--- src/rtl/slfcc_pkg.sv ---
// Shared types, constants and the CRC-16 byte update for the framed CRC checker.
// No dependencies; used by slfcc_hunt and sync_length_frame_crc_checker.
package slfcc_pkg;

    localparam logic [15:0] CCITT_GENERATOR = 16'h1021;
    localparam logic [7:0]  SYNC_FIRST      = 8'h55;
    localparam logic [7:0]  SYNC_SECOND     = 8'hAA;
    localparam logic [7:0]  KIND_RESET      = 8'h36;
    localparam logic [15:0] FIXED_RESET     = 16'h0000;
    localparam logic [15:0] FIXED_MIN       = 16'd7;
    localparam logic [16:0] HEADER_EXTRA    = 17'd6;
    localparam logic [16:0] SHORT_TOTAL     = 17'd6;
    localparam logic [16:0] MATCH_OFFSET    = 17'd5;
    localparam logic [2:0]  WINDOW_FULL     = 3'd4;

    localparam int          ADDR_W          = 3;
    localparam int          DATA_W          = 32;

    // Register index, taken from the word address.
    typedef enum logic [0:0] {
        REG_FRAME_KIND   = 1'b0,
        REG_FIXED_LENGTH = 1'b1
    } reg_index_t;

    typedef enum logic [1:0] {
        ST_GOOD      = 2'd0,
        ST_MISMATCH  = 2'd1,
        ST_ZERO_LEN  = 2'd2
    } frame_status_t;

    // What the hunt window reports for the byte on the input.
    typedef struct packed {
        logic        match;
        logic [15:0] length_field;
        logic [15:0] window_crc;
    } hunt_info_t;

    // CRC-16 (poly 0x1021, MSB first) over one byte.
    function automatic logic [15:0] crc16_byte(input logic [15:0] crc,
                                               input logic [7:0]  data);
        logic [15:0] c;
        c = crc ^ {data, 8'h00};
        for (int k = 0; k < 8; k++)
        begin
            c = c[15] ? ({c[14:0], 1'b0} ^ CCITT_GENERATOR) : {c[14:0], 1'b0};
        end
        return c;
    endfunction

endpackage

--- src/rtl/slfcc_hunt.sv ---
// Sync hunt window: last four bytes, fill count and a running CRC of the length bytes.
// Depends on slfcc_pkg.
module slfcc_hunt (
    input  logic                  clk,
    input  logic                  rst_n,
    input  logic                  en,
    input  logic                  drop,
    input  logic [7:0]            in_byte,
    input  logic [7:0]            frame_kind,
    output slfcc_pkg::hunt_info_t info
);

    logic [7:0]  win0_reg, win1_reg, win2_reg, win3_reg;
    logic [2:0]  fill_reg, fill_next;
    logic [15:0] last_crc_reg;
    logic [15:0] pair_crc_reg;
    logic        match;
    logic        shift;

    assign match = (fill_reg == slfcc_pkg::WINDOW_FULL)
                && (win0_reg == slfcc_pkg::SYNC_FIRST)
                && (win1_reg == slfcc_pkg::SYNC_SECOND)
                && (in_byte == frame_kind);

    assign shift = en && !match && !drop;

    assign info.match        = match;
    assign info.length_field = {win3_reg, win2_reg};
    assign info.window_crc   = pair_crc_reg;

    always_comb
    begin
        fill_next = fill_reg;
        if (drop || (en && match))
        begin
            fill_next = 3'd0;
        end
        else if (shift && (fill_reg != slfcc_pkg::WINDOW_FULL))
        begin
            fill_next = fill_reg + 3'd1;
        end
    end

    always_ff @(posedge clk or negedge rst_n)
    begin
        if (!rst_n)
        begin
            fill_reg <= 3'd0;
        end
        else
        begin
            fill_reg <= fill_next;
        end
    end

    // Window bytes are not read until four shifts have refilled them.
    // pair_crc tracks CRC(0, byte two, byte three) once two shifts are in.
    always_ff @(posedge clk)
    begin
        if (shift)
        begin
            win0_reg     <= win1_reg;
            win1_reg     <= win2_reg;
            win2_reg     <= win3_reg;
            win3_reg     <= in_byte;
            last_crc_reg <= slfcc_pkg::crc16_byte(16'h0000, in_byte);
            pair_crc_reg <= slfcc_pkg::crc16_byte(last_crc_reg, in_byte);
        end
    end

endmodule

--- config.mk ---
export PLATFORM = sky130hd
export DESIGN_NAME = slfcc_hunt
export DESIGN_NICKNAME = d
export VERILOG_FILES = /design/src/rtl/slfcc_pkg.sv /design/src/rtl/slfcc_hunt.sv
export SDC_FILE = /design/constraint.sdc
export NUM_CORES = 1
export LEC_CHECK = 0
export ABC_AREA = 1
export BUFFER_PORTS_ARGS = -buffer_cell sky130_fd_sc_hd__buf_2
export CAP_MARGIN = 20
export CELL_PAD_IN_SITES_DETAIL_PLACEMENT = 1
export CELL_PAD_IN_SITES_GLOBAL_PLACEMENT = 1
export CORE_AREA = 2 2 81 83
export DETAILED_ROUTE_END_ITERATION = 12
export DIE_AREA = 0 0 83 85
export PLACE_DENSITY = 0.78
export SLEW_MARGIN = 20
export SYNTH_ARGS = -nofsm -noshare
export SYNTH_HDL_FRONTEND = slang
export SYNTH_SLANG_ARGS = --single-unit
--- constraint.sdc ---
create_clock -name clk -period 7.6 [get_ports clk]
set_input_delay 1.9 -clock clk [delete_from_list [all_inputs] [get_ports clk]]
set_output_delay 1.9 -clock clk [all_outputs]
set_load 0.02 [all_outputs]
Word level (Yosys, flattened, before mapping):

Index checks and enable logic that the tools add are counted.

* output and inout bits: 33
* bits in latches: 0
* memory bits (read-only): 0
* RAM bits: 0
* input port bits: 20
* memories kept: 0
* register bits after elaboration: 67

* reduce and logical (&&, ||, !) cells: 11
* order comparisons: 0
* $add $sub $neg: 1
* shifts and indexed selects: 0
* mux-type cells: 18
* bitwise logic cells: 17
* multiply operators: 0
* equal/unequal tests: 5
* divide/modulo/power cells: 0

Operators with widths (count)
* 2-to-1 mux 13 bit: 16
* inverter 3 bit: 16
* XOR 16 bit: 1
* == test 8 x 7 -> 1 bit, second input constant: 1
* == test 8 bit: 1
* == test 8 bit, second input constant: 1
* logical AND 1 bit: 7
* 2-to-1 mux 3 bit: 2
* adder 3 x 1 -> 3 bit, second input constant: 1
* == test 3 bit, second input constant: 1
* != test 3 bit, second input constant: 1
* zero test 1 bit: 2
* nonzero test 2 bit: 1
* logical OR 1 bit: 1

Longest topological paths before layout:

* depth after elaboration: 17
* depth in mapped cells: 12
* gate-level depth less buffers: 11

Least setup slack after synthesis:

No wires, ideal clock.

* path kind: input -> register
* from: in in_byte[5]
* to: reg last_crc_reg[0] (enable)
* stages: 8
* buffers on the path: 1
* slack: 0.638 ns
* data required time: 7.045 ns
* setup time: 0.555 ns
* arrival: 6.407 ns
* cell sequence: buf_4 inv_2 nand2_1 nand2_1 nor2_1 nand2_1 nor2_1 a21boi_0

* word-level cells in the longest chain between the ends: 5

RTL lines
* start, declared: RTL line slfcc_hunt.sv:8 `input logic [7:0] in_byte,`
* == test 8 bit: RTL line slfcc_hunt.sv:23 `&& (in_byte == frame_kind);`
* logical AND 1 bit: RTL line slfcc_hunt.sv:23
* zero test 1 bit: RTL line slfcc_hunt.sv:25 `assign shift = en && !match && !drop;`
* logical AND 1 bit (2 in series): RTL line slfcc_hunt.sv:25
* net shift: RTL line slfcc_hunt.sv:18 `logic shift;`
* end signal, assigned: RTL line slfcc_hunt.sv:66 `last_crc_reg <= slfcc_pkg::crc16_byte(16'h0000, in_byte);`
* end, declared: RTL line slfcc_hunt.sv:15 `logic [15:0] last_crc_reg;`

The timed path passes the listed nets, and every way through them passes these cells.
A chain may end at the register's enable or synchronous reset.

==> impl_results.md <==
- Outcome: finished, final reports clean
- Wire length of the first global-routing pass: 8728 um
- RSZ-0062 raised after global routing: no
- DP Cell Count: 332
- Num rows: 29
- # DRC: 0
- Min Hold Slack: 0.4479 ns
- Worst-path clk slew: 0.06 ns
- Routed Antenna Nets: 0
- Maximum clock rate: 200.0 MHz
- Initial DRC Count: 74
- Syn_area_per_cell: 12.48 um^2
- Synth async-reset ratio: 0.05085
- GRT overflow: 0
- Hold endpoint: win2_reg[3]$_DFFE_PP_
- Initial antenna violation count: 0
- Slew @ Worst Pin: 0.5593 ns
- Max Cap Viol: 0
- Final Instance Count excl. Fillers: 347
- DIE HEIGHT: 85 um
- Final hold vios: 0
- Post-Syn Area: 2608 um^2
- Finished Cell Area: 3104 um^2
- Sequential element share of the synthesized area: 0.6737
- Post-synth top cells: edfxtp_1 (56), nand2_1 (37), inv_1 (28)
- Gp weighted congestion: 0.7423
- Number of synthesized flops with an enable pin: 56
- Post-CTS Repair Setup Buffers: 0
- Most numerous cell in the Yosys netlist: edfxtp_1
- Main flop type after synthesis: edfxtp_1
- Max FFs per register: 16
- Yosys warns: 0
- Total Power: 0.0007608 W
- Worst Hold Class: reg2reg
- Slew Limit Fails: 0
- Placed cell area: 2930 um^2
- Worst Reg-to-Reg Cells: 8
- Final nets: 288
- Largest net degree at the start of global routing: 42
- Static leakage: 1.329 nW
- Finish-stage setup viols: 0
- Worst rel slew slack: 0.6262
- VDD IR-drop max: 0.09219 mV
- Starting Density: 0.4202
- Worst Skew: 0.004651 ns
- Router iterations before antenna repair: 4
- Area contributors post-synth: edfxtp_1 (64%), xor2_1 (6.7%), nand2_1 (5.3%), inv_1 (4.0%), nor2_1 (3.5%)
- Sum Neg Setup Slack: 0 ns
- Max FO, Critical Path: 6
- Syn nets: 231
- CTS buffer count: 9
- Share of layout cells above drive strength 1: 0.2704
- CTS root buffer: clkbuf_8
- Vias per cell: 4.663
- DR vias: 1618
- Synth cell types: 20
- Worst Path Required: 5.70 ns
- Final min period: 4.999 ns
- Reg2reg start: fill_reg[0]$_DFFE_PN0P_
- Worst-Skew Late Latency: 0.34 ns
- H-tree lvl count: 3
- R2R setup slack: 5.17 ns
- Yosys reg bits: 59
- Port Buffers: 52
- Final WL: 5461 um
- Clock sinks: 59
- Pwr dens: 245.1 nW/um^2
- CTS Hold Bufs: 0
- Area fraction of the dominant cell type after synthesis: 0.6449
- FF-to-FF End: pair_crc_reg[6]$_DFFE_PP_
- Vias in the first global route: 1685
- CTS max path bufs: 2
- Crit path launch type: primary input
- Period utilization: 0.6578
- Crit Path Category: in2out
- Post-CTS sizing: 0
- Die width: 83 um
- Crit path capture type: output port
- Crit path DAT: 3.10 ns
- Synth Instances: 209
- HPWL Detailed: 4003 um
- Area delta synth->final: 19.05%
- GRT Util Overall: 0.1693
- CORE AREA: 6205 um^2
- Num ports: 53
- Hold Path Origin: win3_reg[3]$_DFFE_PP_
- Antenna diode instance count: 0
- DIE AREA: 7055 um^2
- Routed len/inst: 15.74 um
- Yosys top cell by area: edfxtp_1
- CTS tree: yes
- Worst hold path depth: 0
-- routing by layer --
| metal | global-route usage | routed length, um |
|---|---|---|
| met3 | 0.06226 | 276 |
| met1 | 0.2032 | 2399 |
| met2 | 0.2698 | 2672 |
| met4 | 0.08644 | 113 |
| met5 | 0 | 0 |
-- critical path, stage by stage --
cell and delay, ns:
buf_2 0.18, inv_2 0.04, nand2_1 0.07, nand2_1 0.05, nor3b_1 0.22, nand3b_1 0.14
nor3b_1 0.28, buf_2 0.22
-- power by group --
group	leakage [nW]	internal, W	switching (W)	total, W
Clock	0.0882	0.000147	0.000117	0.000264
Combinational	0.675	0.0000363	0.0000636	0.0000999
Sequential	0.566	0.000387	0.0000101	0.000397
Total	1.33	0.000570	0.000191	0.000761
-- placed cells by master, fill, tap and decap left out --
| master | Yosys | layout |
|---|---|---|
| buf_2 | 0 | 52 |
| xor2_2 | 2 | 2 |
| clkbuf_8 | 0 | 9 |
| nand4_1 | 5 | 5 |
| nor4_1 | 1 | 1 |
| a21boi_4 | 0 | 1 |
| ha_1 | 2 | 2 |
| nand2_1 | 37 | 37 |
| xnor2_2 | 3 | 3 |
| o2111ai_1 | 1 | 1 |
| edfxtp_1 | 56 | 56 |
| bufinv_16 | 0 | 1 |
| nor3b_1 | 2 | 2 |
| xor2_1 | 20 | 20 |
| dfrtp_1 | 3 | 3 |
| clkbuf_1 | 0 | 2 |
| buf_4 | 7 | 1 |
| xnor2_1 | 8 | 8 |
| inv_2 | 3 | 3 |
| clkinv_2 | 0 | 1 |
| nor2_1 | 24 | 24 |
| nand3_1 | 4 | 4 |
| nor3_1 | 1 | 1 |
| nand3b_1 | 1 | 1 |
| inv_1 | 28 | 28 |
| clkinv_1 | 0 | 2 |
-- worst max path at each step --
stage                           from                       endpoint  slack [ns]  depth (start not counted)
after global routing      in_byte[6]                       info[32]        2.51                          8
final                     in_byte[6]                       info[32]        2.60                          8
after floorplan           in_byte[5]  last_crc_reg[0]$_SDFFCE_PP0P_        0.64                          8
after global placement    in_byte[6]                       info[32]        2.67                          8
after detailed placement  in_byte[6]                       info[32]        2.64                          8
after CTS                 in_byte[6]                       info[32]        2.62                          8
-- per-stage QoR --
step           setup WS, ns  utilization
3_3_place_gp          2.668       0.4723
6_report              2.601       0.5003
4_1_cts               2.623       0.5003
2_1_floorplan        0.6378            -
3_5_place_dp          2.637       0.4723
5_1_grt               2.506       0.5003
-- layout make-up --
cell class / count / area, um^2
clock buffer: 11 / 131.4
clock inverter: 4 / 42.54
fill: 687 / 3100
inverter: 31 / 116.4
multi-input combinational: 112 / 693.2
sequential: 59 / 1757
tap: 77 / 96.34
timing repair buffer: 53 / 267.8
-- cell families (layout without fill, tap and decap cells) --
family,Yosys count,count (layout),synth area share
simple gates,75,75,0.1204
flops,59,59,0.6737
buf+inv,38,99,0.06478
xor+xnor,33,33,0.1252
fa+ha+maj,2,2,0.009595
compound gates,2,2,0.006240
No activity file was read; power rests on OpenSTA's default activity.
